### src/hdl/rop2_pkg.sv
// Shared codes and widths for the binary raster operation blender.
package rop2_pkg;

    localparam int PIXEL_W = 32;
    localparam int CHAN_W  = 8;
    localparam int COV_W   = 8;
    localparam int ROP_W   = 4;
    localparam int FMT_W   = 2;
    localparam int CFG_W   = 4;
    localparam int CFG_IDX_W = 1;

    // Raster op codes, in register order
    localparam logic [ROP_W-1:0] ROP_CLEAR      = 4'd0;
    localparam logic [ROP_W-1:0] ROP_COPY       = 4'd1;
    localparam logic [ROP_W-1:0] ROP_NSRC_AND_D = 4'd2;
    localparam logic [ROP_W-1:0] ROP_NSRC       = 4'd3;
    localparam logic [ROP_W-1:0] ROP_SRC_AND_ND = 4'd4;
    localparam logic [ROP_W-1:0] ROP_NDST       = 4'd5;
    localparam logic [ROP_W-1:0] ROP_XOR        = 4'd6;
    localparam logic [ROP_W-1:0] ROP_NAND       = 4'd7;
    localparam logic [ROP_W-1:0] ROP_AND        = 4'd8;
    localparam logic [ROP_W-1:0] ROP_XNOR       = 4'd9;
    localparam logic [ROP_W-1:0] ROP_NOOP       = 4'd10;
    localparam logic [ROP_W-1:0] ROP_NSRC_OR_D  = 4'd11;
    localparam logic [ROP_W-1:0] ROP_SRC_OR_ND  = 4'd12;
    localparam logic [ROP_W-1:0] ROP_OR         = 4'd13;
    localparam logic [ROP_W-1:0] ROP_SET        = 4'd14;
    localparam logic [ROP_W-1:0] ROP_NONE       = 4'd15;

    // Destination formats
    localparam logic [FMT_W-1:0] FMT_ARGB32 = 2'd0;
    localparam logic [FMT_W-1:0] FMT_RGB565 = 2'd1;
    localparam logic [FMT_W-1:0] FMT_A8     = 2'd2;

    // Configuration register indexes
    localparam logic [CFG_IDX_W-1:0] CFG_ROP_CODE    = 1'd0;
    localparam logic [CFG_IDX_W-1:0] CFG_DEST_FORMAT = 1'd1;

    // Reset values
    localparam logic [ROP_W-1:0] ROP_RESET = ROP_COPY;
    localparam logic [FMT_W-1:0] FMT_RESET = FMT_ARGB32;

    localparam logic [PIXEL_W-1:0] OPAQUE_ALPHA = 32'hFF00_0000;
    localparam logic [COV_W-1:0]   COV_NONE     = 8'h00;

endpackage

### src/hdl/rop2_pixel_blend.sv
// Top level of the binary raster operation pixel blender.
// One pixel item in, one pixel item out. Each accepted item goes into an input
// register, passes through the op/blend datapath and lands in the result
// register, where out_valid presents it. A new item can be accepted every
// clock while in_stall stays low, so a span streams at one pixel per cycle
// as long as the output side is not held. The
// result register parts the two sides, so the input keeps flowing while a
// finished pixel waits as long as the output side is not stalled with both
// stages full. rop_code (index 0, reset copy) picks one of fifteen ops; code 15
// passes the destination through. dest_format (index 1, reset ARGB32) selects
// ARGB32, RGB565 or A8; code 3 behaves as ARGB32. Coverage 0 keeps the
// destination, 255 takes the op result, anything else blends per channel.
// Write configuration only when no item is in flight.
module rop2_pixel_blend
(
    input  logic                           clk,
    input  logic                           rst_n,

    input  logic                           cfg_write,
    input  logic [rop2_pkg::CFG_IDX_W-1:0] cfg_index,
    input  logic [rop2_pkg::CFG_W-1:0]     cfg_data,

    input  logic                           in_valid,
    output logic                           in_stall,
    input  logic [rop2_pkg::PIXEL_W-1:0]   src_pixel,
    input  logic [rop2_pkg::PIXEL_W-1:0]   dst_pixel,
    input  logic [rop2_pkg::COV_W-1:0]     coverage,
    input  logic                           span_end,

    output logic                           out_valid,
    input  logic                           out_stall,
    output logic [rop2_pkg::PIXEL_W-1:0]   out_pixel,
    output logic                           span_end_out
);

    // configuration
    logic [rop2_pkg::ROP_W-1:0] rop_code_reg;
    logic [rop2_pkg::FMT_W-1:0] dest_format_reg;

    // input stage
    logic                         s1_valid_reg;
    logic [rop2_pkg::PIXEL_W-1:0] src_reg;
    logic [rop2_pkg::PIXEL_W-1:0] dst_reg;
    logic [rop2_pkg::COV_W-1:0]   cov_reg;
    logic                         span_end_reg;

    // result stage
    logic                         out_valid_reg;
    logic [rop2_pkg::PIXEL_W-1:0] out_pixel_reg;
    logic                         span_end_out_reg;

    logic [rop2_pkg::PIXEL_W-1:0] pixel_next;
    logic                         s2_take;
    logic                         s1_take;

    always_ff @(posedge clk or negedge rst_n)
    begin
        if (!rst_n)
        begin
            rop_code_reg    <= rop2_pkg::ROP_RESET;
            dest_format_reg <= rop2_pkg::FMT_RESET;
        end
        else if (cfg_write)
        begin
            unique case (cfg_index)
                rop2_pkg::CFG_ROP_CODE:    rop_code_reg    <= cfg_data;
                rop2_pkg::CFG_DEST_FORMAT: dest_format_reg <= cfg_data[rop2_pkg::FMT_W-1:0];
                default:                   ;
            endcase
        end
    end

    // result stage frees up when empty or being read this cycle
    assign s2_take  = !out_valid_reg || !out_stall;
    assign in_stall = s1_valid_reg && !s2_take;
    assign s1_take  = in_valid && !in_stall;

    always_ff @(posedge clk or negedge rst_n)
    begin
        if (!rst_n)
        begin
            s1_valid_reg  <= 1'b0;
            out_valid_reg <= 1'b0;
        end
        else
        begin
            if (s1_take || s2_take)
            begin
                s1_valid_reg <= s1_take;
            end
            if (s2_take)
            begin
                out_valid_reg <= s1_valid_reg;
            end
        end
    end

    always_ff @(posedge clk)
    begin
        if (s1_take)
        begin
            src_reg      <= src_pixel;
            dst_reg      <= dst_pixel;
            cov_reg      <= coverage;
            span_end_reg <= span_end;
        end
        if (s2_take && s1_valid_reg)
        begin
            out_pixel_reg    <= pixel_next;
            span_end_out_reg <= span_end_reg;
        end
    end

    rop2_blend_core u_core
    (
        .rop_code    (rop_code_reg),
        .dest_format (dest_format_reg),
        .src_pixel   (src_reg),
        .dst_pixel   (dst_reg),
        .coverage    (cov_reg),
        .out_pixel   (pixel_next)
    );

    assign out_valid    = out_valid_reg;
    assign out_pixel    = out_pixel_reg;
    assign span_end_out = span_end_out_reg;

    // an item in the input stage moves on whenever the result stage frees
    a_advance: assert property (@(posedge clk) disable iff (!rst_n)
        (s1_valid_reg && s2_take) |=> out_valid_reg)
        else $error("input stage item not advanced");

    // the input side only stalls when both stages are full and the output is held
    a_stall_cause: assert property (@(posedge clk) disable iff (!rst_n)
        in_stall |-> (s1_valid_reg && out_valid_reg && out_stall))
        else $error("input stalled without a full pipe");

    // a new result can only come from an occupied input stage
    a_result_source: assert property (@(posedge clk) disable iff (!rst_n)
        $rose(out_valid_reg) |-> $past(s1_valid_reg))
        else $error("result appeared from an empty input stage");

    // an empty input stage cannot fill without a new accept
    a_drain: assert property (@(posedge clk) disable iff (!rst_n)
        (!s1_valid_reg && !s1_take) |=> !s1_valid_reg)
        else $error("input stage filled without an accept");

endmodule

### src/hdl/rop2_blend_core.sv
// Per-pixel datapath: destination expand, raster op, coverage blend, pack.
module rop2_blend_core
(
    input  logic [rop2_pkg::ROP_W-1:0]   rop_code,
    input  logic [rop2_pkg::FMT_W-1:0]   dest_format,
    input  logic [rop2_pkg::PIXEL_W-1:0] src_pixel,
    input  logic [rop2_pkg::PIXEL_W-1:0] dst_pixel,
    input  logic [rop2_pkg::COV_W-1:0]   coverage,
    output logic [rop2_pkg::PIXEL_W-1:0] out_pixel
);

    logic [rop2_pkg::PIXEL_W-1:0] dst_exp;
    logic [rop2_pkg::PIXEL_W-1:0] dst_masked;
    logic [rop2_pkg::PIXEL_W-1:0] rop_raw;
    logic [rop2_pkg::PIXEL_W-1:0] rop_res;
    logic [rop2_pkg::PIXEL_W-1:0] blended;
    logic [rop2_pkg::PIXEL_W-1:0] packed_px;
    logic [rop2_pkg::COV_W:0]     scale;
    logic                         keep_alpha;

    // scale is 1..256
    assign scale = {1'b0, coverage} + 9'd1;

    always_comb
    begin
        unique case (dest_format)
            rop2_pkg::FMT_RGB565:
            begin
                dst_exp    = {8'hFF,
                              dst_pixel[15:11], dst_pixel[15:13],
                              dst_pixel[10:5],  dst_pixel[10:9],
                              dst_pixel[4:0],   dst_pixel[4:2]};
                dst_masked = {16'd0, dst_pixel[15:0]};
            end
            rop2_pkg::FMT_A8:
            begin
                dst_exp    = {dst_pixel[7:0], 24'd0};
                dst_masked = {24'd0, dst_pixel[7:0]};
            end
            default:
            begin
                dst_exp    = dst_pixel;
                dst_masked = dst_pixel;
            end
        endcase
    end

    always_comb
    begin
        keep_alpha = 1'b0;
        unique case (rop_code)
            rop2_pkg::ROP_CLEAR:
            begin
                rop_raw    = '0;
                keep_alpha = 1'b1;
            end
            rop2_pkg::ROP_COPY:
            begin
                rop_raw    = src_pixel;
                keep_alpha = 1'b1;
            end
            rop2_pkg::ROP_NSRC_AND_D: rop_raw = ~src_pixel & dst_exp;
            rop2_pkg::ROP_NSRC:       rop_raw = ~src_pixel;
            rop2_pkg::ROP_SRC_AND_ND: rop_raw = src_pixel & ~dst_exp;
            rop2_pkg::ROP_NDST:       rop_raw = ~dst_exp;
            rop2_pkg::ROP_XOR:        rop_raw = src_pixel ^ dst_exp;
            rop2_pkg::ROP_NAND:       rop_raw = ~src_pixel | ~dst_exp;
            rop2_pkg::ROP_AND:        rop_raw = src_pixel & dst_exp;
            rop2_pkg::ROP_XNOR:       rop_raw = ~src_pixel ^ dst_exp;
            rop2_pkg::ROP_NOOP:
            begin
                rop_raw    = dst_exp;
                keep_alpha = 1'b1;
            end
            rop2_pkg::ROP_NSRC_OR_D:  rop_raw = ~src_pixel | dst_exp;
            rop2_pkg::ROP_SRC_OR_ND:  rop_raw = src_pixel | ~dst_exp;
            rop2_pkg::ROP_OR:         rop_raw = src_pixel | dst_exp;
            default:                  rop_raw = '1;
        endcase
        rop_res = keep_alpha ? rop_raw : (rop_raw | rop2_pkg::OPAQUE_ALPHA);
    end

    // d + floor((r - d) * scale / 256) per channel; scale 256 returns r exactly
    for (genvar ch = 0; ch < rop2_pkg::PIXEL_W / rop2_pkg::CHAN_W; ch++)
    begin : g_chan
        logic [rop2_pkg::CHAN_W-1:0]      r_c;
        logic [rop2_pkg::CHAN_W-1:0]      d_c;
        logic signed [rop2_pkg::CHAN_W:0] diff;
        logic signed [2*rop2_pkg::CHAN_W+2:0] prod;
        logic signed [2*rop2_pkg::CHAN_W+2:0] quo;

        assign r_c  = rop_res[ch*rop2_pkg::CHAN_W +: rop2_pkg::CHAN_W];
        assign d_c  = dst_exp[ch*rop2_pkg::CHAN_W +: rop2_pkg::CHAN_W];
        assign diff = $signed({1'b0, r_c}) - $signed({1'b0, d_c});
        assign prod = diff * $signed({1'b0, scale});
        assign quo  = prod >>> rop2_pkg::CHAN_W;
        assign blended[ch*rop2_pkg::CHAN_W +: rop2_pkg::CHAN_W] =
            d_c + quo[rop2_pkg::CHAN_W-1:0];
    end

    always_comb
    begin
        unique case (dest_format)
            rop2_pkg::FMT_RGB565:
                packed_px = {16'd0, blended[23:19], blended[15:10], blended[7:3]};
            rop2_pkg::FMT_A8:
                packed_px = {24'd0, blended[31:24]};
            default:
                packed_px = blended;
        endcase
    end

    assign out_pixel = (rop_code == rop2_pkg::ROP_NONE || coverage == rop2_pkg::COV_NONE)
                       ? dst_masked : packed_px;

endmodule

### config.mk
export PLATFORM = sky130hd
export DESIGN_NAME = rop2_pixel_blend
export DESIGN_NICKNAME = d
export VERILOG_FILES = /design/src/hdl/rop2_pkg.sv /design/src/hdl/rop2_pixel_blend.sv /design/src/hdl/rop2_blend_core.sv
export SDC_FILE = /design/constraint.sdc
export NUM_CORES = 1
export LEC_CHECK = 0
export BUFFER_PORTS_ARGS = -buffer_cell sky130_fd_sc_hd__clkbuf_2
export CAP_MARGIN = 10
export CORE_MARGIN = 10
export CORE_UTILIZATION = 30
export CTS_CLUSTER_DIAMETER = 80
export DETAILED_ROUTE_END_ITERATION = 10
export GPL_ROUTABILITY_DRIVEN = 0
export PLACE_DENSITY = 0.49
export SLEW_MARGIN = 20
export SYNTH_ARGS = -nofsm -noshare
export SYNTH_HDL_FRONTEND = slang
export SYNTH_SLANG_ARGS = --single-unit
### constraint.sdc
create_clock -name clk -period 14.8 [get_ports clk]
set_input_delay 2.96 -clock clk [delete_from_list [all_inputs] [get_ports clk]]
set_output_delay 2.96 -clock clk [all_outputs]
set_load 0.005 [all_outputs]
=== Yosys cells after proc, flatten, opt, wreduce, memory -nomap -nowiden ===
Index checks and enable logic that the tools add are counted.

* Add/sub/neg operators: 9
* Multiply operators: 4
* Equality and inequality tests: 16
* Multiplexer cells: 7
* Bitwise gates (word level): 12
* Reductions and logical operators: 15

{| class="wikitable"
|+ Operators with widths
! cell !! count
|-
| case mux 32 bit (14 select lines) || 1
|-
| case mux 32 bit (2 select lines) || 3
|-
| OR 32 bit || 4
|-
| AND 32 bit || 3
|-
| multiplier 9 x 10 -> 16 bit || 4
|-
| two-way mux 32 bit || 2
|-
| inverter 32 bit || 2
|-
| XOR 32 bit || 2
|-
| subtractor 8 x 8 -> 9 bit || 4
|-
| adder 8 bit || 4
|-
| equality test 4 bit, second input constant || 7
|-
| equality test 4 x 3 -> 1 bit, second input constant || 4
|-
| adder 8 x 1 -> 9 bit, second input constant || 1
|-
| equality test 4 x 2 -> 1 bit, second input constant || 2
|-
| logical NOT 8 bit || 1
|-
| equality test 4 x 1 -> 1 bit, second input constant || 1
|-
| logical NOT 1 bit || 4
|-
| logical NOT 4 bit || 1
|-
| AND reduction 2 bit || 2
|-
| logical AND 1 bit || 3
|-
| logical OR 1 bit || 3
|-
| OR reduction 3 bit || 1
|-
| equality test 2 x 1 -> 1 bit, second input constant || 1
|-
| equality test 2 bit, second input constant || 1
|-
| other kinds (2) || 2
|}

* Bits in registers: 114
* Bits of input ports: 83
* Output and inout bits: 35
* Logic and storage cells: 73

=== Logic depth before layout (Yosys ltp) ===
Gate-level depths: netlist of the first run.

* Depth in word-level cells: 11
* Gate-level depth with buffers: 50
* Gate-level depth less buffers: 49

=== Modules after synthesis ===
A second synthesis of the first run with hierarchy kept.

* Cells, all modules: 2110
* Area total of the unflattened synthesis: 18432.7 um^2

{| class="wikitable"
|+ Modules (own cells, without submodules)
! module !! times used !! cells an instance !! area each (um^2) !! sequential area each (um^2)
|-
| rop2_blend_core || 1 || 1982 || 14916.8 || 0.0
|-
| rop2_pixel_blend || 1 || 128 || 3515.9 || 3384.5
|}

=== Worst setup path after synthesis of the first run ===
Ideal clock, no wire load.

* Path type: register to register
* Start: register dest_format_reg[0] in the netlist's numbering
* End: register out_pixel_reg (netlist bit out_pixel[15]) (data pin)
* Arrival time: 9294 ps
* Data required time: 14620 ps
* Path slack: 5326 ps
* Stages on the path, launching flop included: 43
* Period minus slack after synthesis: 9474 ps
* Cell sequence: dfrtp_1 > inv_1 > ha_1 > buf_6 > buf_2 > clkbuf_1 > a22oi_1 > mux2_2 > a221oi_1 > nand2_1 > ha_1 > nor2b_1 > o21ai_0 > a21boi_0 > o21ai_0 > a21oi_1 > o21a_1 > nor2_1 > (+7 left out) > fa_1 > inv_1 > ha_1 > inv_1 > nor2_1 > nor2_1 > xnor2_1 > ha_1 > a21o_1 > a21oi_1 > nor2b_1 > o21a_1 > o41a_1 > xnor2_1 > xnor2_1 > xnor2_1 > xnor2_1 > a221oi_1

* Word-level cells in the longest chain between the ends: 11
* Elaborated cells between the ends (all ways): 24
* Those cells by class: 4 x add/sub; 2 x mul; 2 x eq/ne; 6 x mux; 10 x bitwise

{| class="wikitable"
|+ Ends and longest elaborated chain
! item !! line !! source
|-
| start: declaration || rop2_pixel_blend.sv:38 || <nowiki>logic [rop2_pkg::FMT_W-1:0] dest_format_reg;</nowiki>
|-
| start signal: assignment || rop2_pixel_blend.sv:61 || <nowiki>dest_format_reg <= rop2_pkg::FMT_RESET;</nowiki>
|-
| start signal: assignment || rop2_pixel_blend.sv:67 || <nowiki>rop2_pkg::CFG_DEST_FORMAT: dest_format_reg <= cfg_data[rop2_pkg::FMT_W-1:0];</nowiki>
|-
| equality test 2 bit / equality test 2 x 1 -> 1 bit (equally long branches) || rop2_blend_core.sv:26, rop2_blend_core.sv:103 ||
|-
| case mux 32 bit (2 select lines) || rop2_blend_core.sv:26 || <nowiki>unique case (dest_format)</nowiki>
|-
| inverter 32 bit || n/a ||
|-
| OR 32 bit (tied with other cells) || rop2_blend_core.sv:76 || <nowiki>rop2_pkg::ROP_SRC_OR_ND: rop_raw = src_pixel | ~dst_exp;</nowiki>
|-
| case mux 32 bit (14 select lines) || rop2_blend_core.sv:51 || <nowiki>unique case (rop_code)</nowiki>
|-
| two-way mux 32 bit || rop2_blend_core.sv:80 || <nowiki>rop_res = keep_alpha ? rop_raw : (rop_raw | rop2_pkg::OPAQUE_ALPHA);</nowiki>
|-
| subtractor 8 x 8 -> 9 bit || rop2_blend_core.sv:94 || <nowiki>assign diff = $signed({1'b0, r_c}) - $signed({1'b0, d_c});</nowiki>
|-
| multiplier 9 x 10 -> 16 bit || rop2_blend_core.sv:95 || <nowiki>assign prod = diff * $signed({1'b0, scale});</nowiki>
|-
| adder 8 bit || rop2_blend_core.sv:98 || <nowiki>d_c + quo[rop2_pkg::CHAN_W-1:0];</nowiki>
|-
| case mux 32 bit (2 select lines) || rop2_blend_core.sv:103 || <nowiki>unique case (dest_format)</nowiki>
|-
| two-way mux 32 bit * || rop2_blend_core.sv:114 || <nowiki>? dst_masked : packed_px;</nowiki>
|-
| net pixel_next (one bit) || rop2_pixel_blend.sv:52 || <nowiki>logic [rop2_pkg::PIXEL_W-1:0] pixel_next;</nowiki>
|-
| end signal: assignment || rop2_pixel_blend.sv:109 || <nowiki>out_pixel_reg <= pixel_next;</nowiki>
|-
| end: declaration || rop2_pixel_blend.sv:49 || <nowiki>logic [rop2_pkg::PIXEL_W-1:0] out_pixel_reg;</nowiki>
|}

The timed path passes the listed nets; every way through them passes the cells marked *.
A chain may end at the register's enable or synchronous reset.

=== Worst setup path in the final report of the first run ===
Same ends and word-level chain as after synthesis.

==> results.md, run 1 <==
- Status: complete, no violations
- FP Rows: 90
- Die Span Y: 267 microns
- Rel. slew slack: 0.255
- Main flop type after synthesis: edfxtp_1
- Initial antenna violation count: 0
- Crit path DAT: 11.81 ns
- Number of synthesized register bits: 114
- Final Max Tran Viols: 0
- Finish-stage setup viols: 0
- Via count: 14.7k
- # port buffers: 117
- Max incr delay on CP: 0.77 ns
- Post-CTS setup buffers: 0
- N_diodes: 0
- WL/cell: 18.3 microns
- Post-Syn Area: 0.0183 sq mm
- Mean Syn Cell Area: 8.81 sq um
- TritonRoute pass-1 iters: 5
- Clk buf depth: 2
- Number of global-route vias before repair: 15.6k
- First-pass GRT wire length: 87.6 mm
- 1st-iter DRT viols: 897
- Worst Hold Class: reg2reg
- Crit path capture type: flip-flop
- Worst hold slack: 0.433 ns
- H-tree levels: 4
- Leading area contributor after synthesis: fa_1
- Clk slew on worst S/H paths: 0.06 ns
- Post-Route WL: 54.1 mm
- CP startpoint kind: flip-flop
- Worst-Margin Slew: 1.11 ns
- Clk_skew: 0.0126 ns
- Post-synthesis cell type count: 76
- # IOs: 118
- DR vias/cell: 4.98
- CTS buffer count: 17
- Top cells by area, synth: fa_1, edfxtp_1, ha_1
- Seq/Total Area, Yosys: 0.185
- Core box area: 0.0605 sq mm
- Top-area cell type share of the netlist area: 0.222
- Starting Density: 0.303
- Die area: 0.0714 sq mm
- CTS tree: yes
- Layout Area Growth over Synthesis: 12.2%
- Async SR Flop Fraction: 0.0702
- NumNets Final: 2652
- Grt total ovfl: 0
- Max Cap Viol: 0
- Crit-path max FO: 33
- Cts hold-fix bufs: 0
- Cells after Synth: 2081
- Reg2Reg Setup Slack: 3.17 ns
- Post-synth net total: 2572
- Total GRT Usage: 0.156
- Final number of hold-violating endpoints: 0
- Post-CTS sizing: 0
- CTS sink cnt: 114
- Final period utilization: 0.786
- Unrepaired setup endpoints after global routing: false
- Required @ worst endpoint: 14.98 ns
- Number of synthesized flops with an enable pin: 106
- Slowest stage cell on the critical path: a22oi_1
- Largest net degree at the start of global routing: 74
- Final HPWL from detailed placement: 43.0 mm
- Root Buffer Master: clkbuf_16
- Layout cell share with drive strength beyond 1: 0.109
- DRC: 0
- Min Tclk post-route: 11.63 ns
- Routed Antenna Nets: 0
- Die X: 267 microns
- Fmax: 86.0 MHz
- Yosys warnings: 0
- Crit path kind: reg2reg
- Setup TNS Final: 0 ns
- Worst skew pair latency: 0.46 ns
[stage by stage]
stage                     cell area (sq um)  utilization  setup slack, ns  std cells
after floorplan                       18300            -             5.33       2081
after global placement                19900        0.329             3.53       2924
after detailed placement              19900        0.329             3.37       2924
after CTS                             20600        0.340             3.32       2956
after global routing                  20600        0.340             2.45       2956
final                                 20600        0.340             3.17       2956
[layer usage]
metal,vias up,GRT usage,share of wire
met5,-,0,0
met4,0,0.0467,0.022
met3,68,0.0256,0.039
met2,319,0.251,0.46
met1,7266,0.211,0.48
li1,7082,-,-
[cells by family (layout without fill, tap and decap cells)]
| family | Yosys count | in the layout | synth area share |
|---|---|---|---|
| flip-flops | 114 | 114 | 0.185 |
| AO/OA/AOI/OAI | 372 | 372 | 0.134 |
| adder cells (fa/ha/maj) | 408 | 408 | 0.362 |
| multiplexers | 20 | 20 | 0.0123 |
| buffers and inverters | 392 | 485 | 0.0816 |
| XOR/XNOR | 116 | 116 | 0.0577 |
| AND/OR/NAND/NOR | 659 | 659 | 0.168 |
[cells in the final DEF (no fill, tap or decap), types with 29 or more instances in the layout]
| cell type | count |
|---|---|
| inv_1 | 307 |
| nand2_1 | 240 |
| edfxtp_1 | 106 |
| buf_4 | 29 |
| fa_1 | 203 |
| nor3_1 | 31 |
| a21oi_1 | 119 |
| nand2b_1 | 56 |
| clkbuf_2 | 117 |
| nor2_1 | 174 |
| ha_1 | 204 |
| xnor2_1 | 77 |
| a221oi_1 | 30 |
| xor2_1 | 29 |
| o21ai_0 | 64 |
| nor2b_1 | 34 |
[Yosys cell counts, types with 22 or more instances]
cell type and count:
fa_1 203, a21oi_1 119, a21o_1 22, clkbuf_1 66, a221oi_1 30, o21ai_0 64, edfxtp_1 106, nand2_1 240
inv_1 307, xnor2_1 81, nor2b_1 34, nor3_1 31, xor2_1 32, nand3_1 25, ha_1 205, nor2_1 175
and2_1 25, nand2b_1 56
[critical path: cells and delay by family (launching register included)]
family | cells | cell delay [ns]
compound gates | 12 | 3.16
fa+ha+maj | 9 | 4.03
xor+xnor | 5 | 1.29
mux | 1 | 0.42
simple gates | 8 | 1.39
flops | 1 | 0.36
buf+inv | 6 | 0.68
[worst paths after layout]
kind | from | cells after the start | to
max in group asynchronous | rst_n | 1 | rop_code_reg[0]$_DFFE_PN1P_
worst min register to register | span_end_reg$_DFFE_PP_ | 0 | span_end_out$_DFFE_PP_
worst max-delay path | dest_format_reg[0]$_DFFE_PN0P_ | 41 | out_pixel[15]$_DFFE_PP_
min in group asynchronous | rst_n | 1 | rop_code_reg[3]$_DFFE_PN0P_
worst max register to register | dest_format_reg[0]$_DFFE_PN0P_ | 41 | out_pixel[15]$_DFFE_PP_
worst min-delay path | span_end_reg$_DFFE_PP_ | 0 | span_end_out$_DFFE_PP_
[area by class of cell]
| cell class | instances | area [sq um] |
|---|---|---|
| well taps | 782 | 978 |
| flip-flops and latches | 114 | 3390 |
| clock buffers | 26 | 606 |
| clock inverters | 6 | 72.6 |
| fillers | 6155 | 39900 |
| repair buffers | 146 | 803 |
| inverters | 307 | 1150 |
| multi-input cells | 1575 | 13600 |
Power of run 1 is not shown: default switching activity piles up to over one toggle a cycle in this logic, so the estimate is an artifact.
==> inputs of run 2 (changes only) <==
ABC_AREA = 1   (was default)
clock period = 11.9 ns   (was 14.8 ns; I/O delays follow)
==> run 2 against run 1 <==
Against the previous run:
- count of clock-buffer cells in the layout fell by 9
- worst hold slack got worse by 0.0044 ns
- first-iteration DRC count is 67% higher
- die area is 4.8% higher
- register-to-register slack worse by 2.3 ns
- global-route usage is 2.4 points higher
- non-clock buffer count grew 25
- routed wire length grew 25%
- clock skew grew 0.0017 ns
==> results.md, run 2 <==
- Final Max Tran Viols: 0 (unchanged)
- Commonest cells in the netlist: nand2_1, inv_1, ha_1, fa_1, nor2_1
- First-pass GRT wire length: 104 mm (+18%)
- Hold depth: 0 (unchanged)
- Grt total ovfl: 0 (unchanged)
- Worst-Margin Slew: 1.11 ns (-0.00402 ns)
- Reg2reg path depth: 53 (+29%)
- Crit path kind: reg2reg
- Number of synthesized flops with an enable pin: 106 (unchanged)
- Most frequent CP cell: nand2_1
- Rel. slew slack: 0.258 (+0.00356)
- Slowest stage cell on the critical path: a21oi_1
- Crit-path max FO: 49 (+48%)
- Min Tclk post-route: 11.01 ns (-0.620 ns)
- # port buffers: 117 (unchanged)
- Final period utilization: 0.925 (+0.139)
- Status: complete, no violations
- Initial antenna violation count: 2 (+2)
- Commonest non-fill, non-tap cells in the layout: nand2_1, inv_1, ha_1
- Post-Route WL: 67.4 mm (+25%)
- Post-synthesis cell type count: 59 (-22%)
- Total GRT Usage: 0.180 (+0.0238)
- Worst skew pair latency: 0.44 ns (-0.02 ns)
- Unrepaired setup endpoints after global routing: false
- Clk slew on worst S/H paths: 0.06 ns (about the same)
- Mean Syn Cell Area: 7.63 sq um (-13%)
- Starting Density: 0.305 (+0.00156)
- Clk buf depth: 2 (unchanged)
- Routed Antenna Nets: 0 (unchanged)
- Reg2Reg Setup Slack: 0.89 ns (-2.28 ns)
- Crit path capture type: flip-flop
- DRC: 0 (unchanged)
- Die Span Y: 274 microns (+2.4%)
- Top-area cell type share of the netlist area: 0.211 (-0.0110)
- Required @ worst endpoint: 12.09 ns (-2.89 ns)
- Fmax: 90.8 MHz (+5.6%)
- CTS buffer count: 17 (unchanged)
- Seq/Total Area, Yosys: 0.175 (-0.00919)
- Setup TNS Final: 0 ns (unchanged)
- Max incr delay on CP: 0.54 ns (-0.23 ns)
- Number of global-route vias before repair: 17.5k (+12%)
- Max Cap Viol: 0 (unchanged)
- # IOs: 118 (unchanged)
- Die area: 0.0748 sq mm (+4.8%)
- Main flop type after synthesis: edfxtp_1
- Post-synth net total: 3018 (+17%)
- Leading area contributor after synthesis: fa_1
- NumNets Final: 3137 (+18%)
- Root Buffer Master: clkbuf_16
- Worst Hold Class: reg2reg
- N_diodes: 0 (unchanged)
- Layout Area Growth over Synthesis: 12.1% (about the same)
- Largest net degree at the start of global routing: 74 (unchanged)
- H-tree levels: 4 (unchanged)
- Clk_skew: 0.0142 ns (+0.00168 ns)
- DR vias/cell: 4.99 (about the same)
- 1st-iter DRT viols: 1500 (+67%)
- Finish-stage setup viols: 0 (unchanged)
- Cells after Synth: 2527 (+21%)
- FP Rows: 92 (+2.2%)
- Async SR Flop Fraction: 0.0702 (unchanged)
- CTS sink cnt: 114 (unchanged)
- Most common cell after layout, fill and taps aside: nand2_1
- Core box area: 0.0633 sq mm (+4.7%)
- CP startpoint kind: flip-flop
- Via count: 17.5k (+19%)
- TritonRoute pass-1 iters: 8 (+3)
- CTS tree: yes
- Yosys warnings: 0 (unchanged)
- Die X: 274 microns (+2.4%)
- Layout cell share with drive strength beyond 1: 0.103 (-0.00597)
- Post-Syn Area: 0.0193 sq mm (+5.2%)
- Most frequent cell after synthesis: nand2_1
- Final HPWL from detailed placement: 53.9 mm (+25%)
- Crit path DAT: 11.20 ns (-0.61 ns)
- WL/cell: 19.2 microns (+5.2%)
- Cts hold-fix bufs: 0 (unchanged)
- Top cells by area, synth: fa_1, edfxtp_1, ha_1
- Final number of hold-violating endpoints: 0 (unchanged)
- Number of synthesized register bits: 114 (unchanged)
-- run 2: cell count changes after synthesis, sizes merged, moves of 29 or more --
cell | before | now
inv | 307 | 509
nand2 | 240 | 572
nand2b | 56 | 0
nand3 | 25 | 84
nor2 | 176 | 209
nor2b | 34 | 0
nor3 | 33 | 4
o21ai | 70 | 147
xnor2 | 81 | 27
-- run 2: per-layer routing --
layer,vias to the layer above,routed length [microns],share of wire,GRT usage
met5,-,0,0,0
met4,0,2410,0.036,0.0686
met3,93,4570,0.068,0.0274
met2,639,30600,0.45,0.290
met1,8442,29800,0.44,0.238
li1,8310,-,-,-
-- run 2: cell type report --
type	count	area, sq um
Clock buffer	17	425
Clock inverter	15	123
Tap cell	846	1060
Sequential cell	114	3380
Timing Repair Buffer	171	991
Multi-Input combinational cell	1828	13700
Fill cell	6804	41700
Inverter	514	1940
-- run 2: cells by family (layout without fill, tap and decap cells) --
kind of cell	Yosys count	after routing	share of synthesized area
buffers and inverters	585	717	0.115
flip-flops	114	114	0.175
AO/OA/AOI/OAI	402	402	0.123
adder cells (fa/ha/maj)	408	408	0.344
XOR/XNOR	87	87	0.0395
AND/OR/NAND/NOR	931	931	0.203
-- run 2: worst paths after layout --
| kind | start | end |
|---|---|---|
| max | dest_format_reg[0]$_DFFE_PN0P_ | out_pixel[4]$_DFFE_PP_ |
| max reg2reg | dest_format_reg[0]$_DFFE_PN0P_ | out_pixel[4]$_DFFE_PP_ |
| min | span_end_reg$_DFFE_PP_ | span_end_out$_DFFE_PP_ |
| min in group asynchronous | rst_n | dest_format_reg[1]$_DFFE_PN0P_ |
| min reg2reg | span_end_reg$_DFFE_PP_ | span_end_out$_DFFE_PP_ |
| max in group asynchronous | rst_n | rop_code_reg[0]$_DFFE_PN1P_ |
-- run 2: timing repair --
item | 4_1_cts | 5_1_grt
endpoints found under the hold margin | 0 | 0
resized for setup | 0 | 2
buffers inserted | 0 | 0
endpoints found under the setup margin | 0 | 2
-- run 2: critical path: cells and delay by family, from the launching register on --
| family | cells | cell delay [ns] |
|---|---|---|
| AND/OR/NAND/NOR | 18 | 1.85 |
| AO/OA/AOI/OAI | 14 | 3.04 |
| adder cells (fa/ha/maj) | 10 | 4.00 |
| flip-flops | 1 | 0.38 |
| buffers and inverters | 10 | 1.30 |
| XOR/XNOR | 1 | 0.17 |
-- run 2: stage by stage --
step | area (sq um) | hold WS, ns | cells | utilization | setup WS, ns
after floorplan | 19300 | 0.400 | 2527 | - | 2.72
after global placement | 21100 | 0.403 | 3473 | 0.333 | 0.713
after detailed placement | 21100 | 0.419 | 3473 | 0.333 | 0.685
after CTS | 21600 | 0.434 | 3505 | 0.342 | 0.650
after global routing | 21600 | 0.455 | 3505 | 0.342 | 0.142
final | 21600 | 0.429 | 3505 | 0.342 | 0.893
Power of run 2 is left out for the same reason.
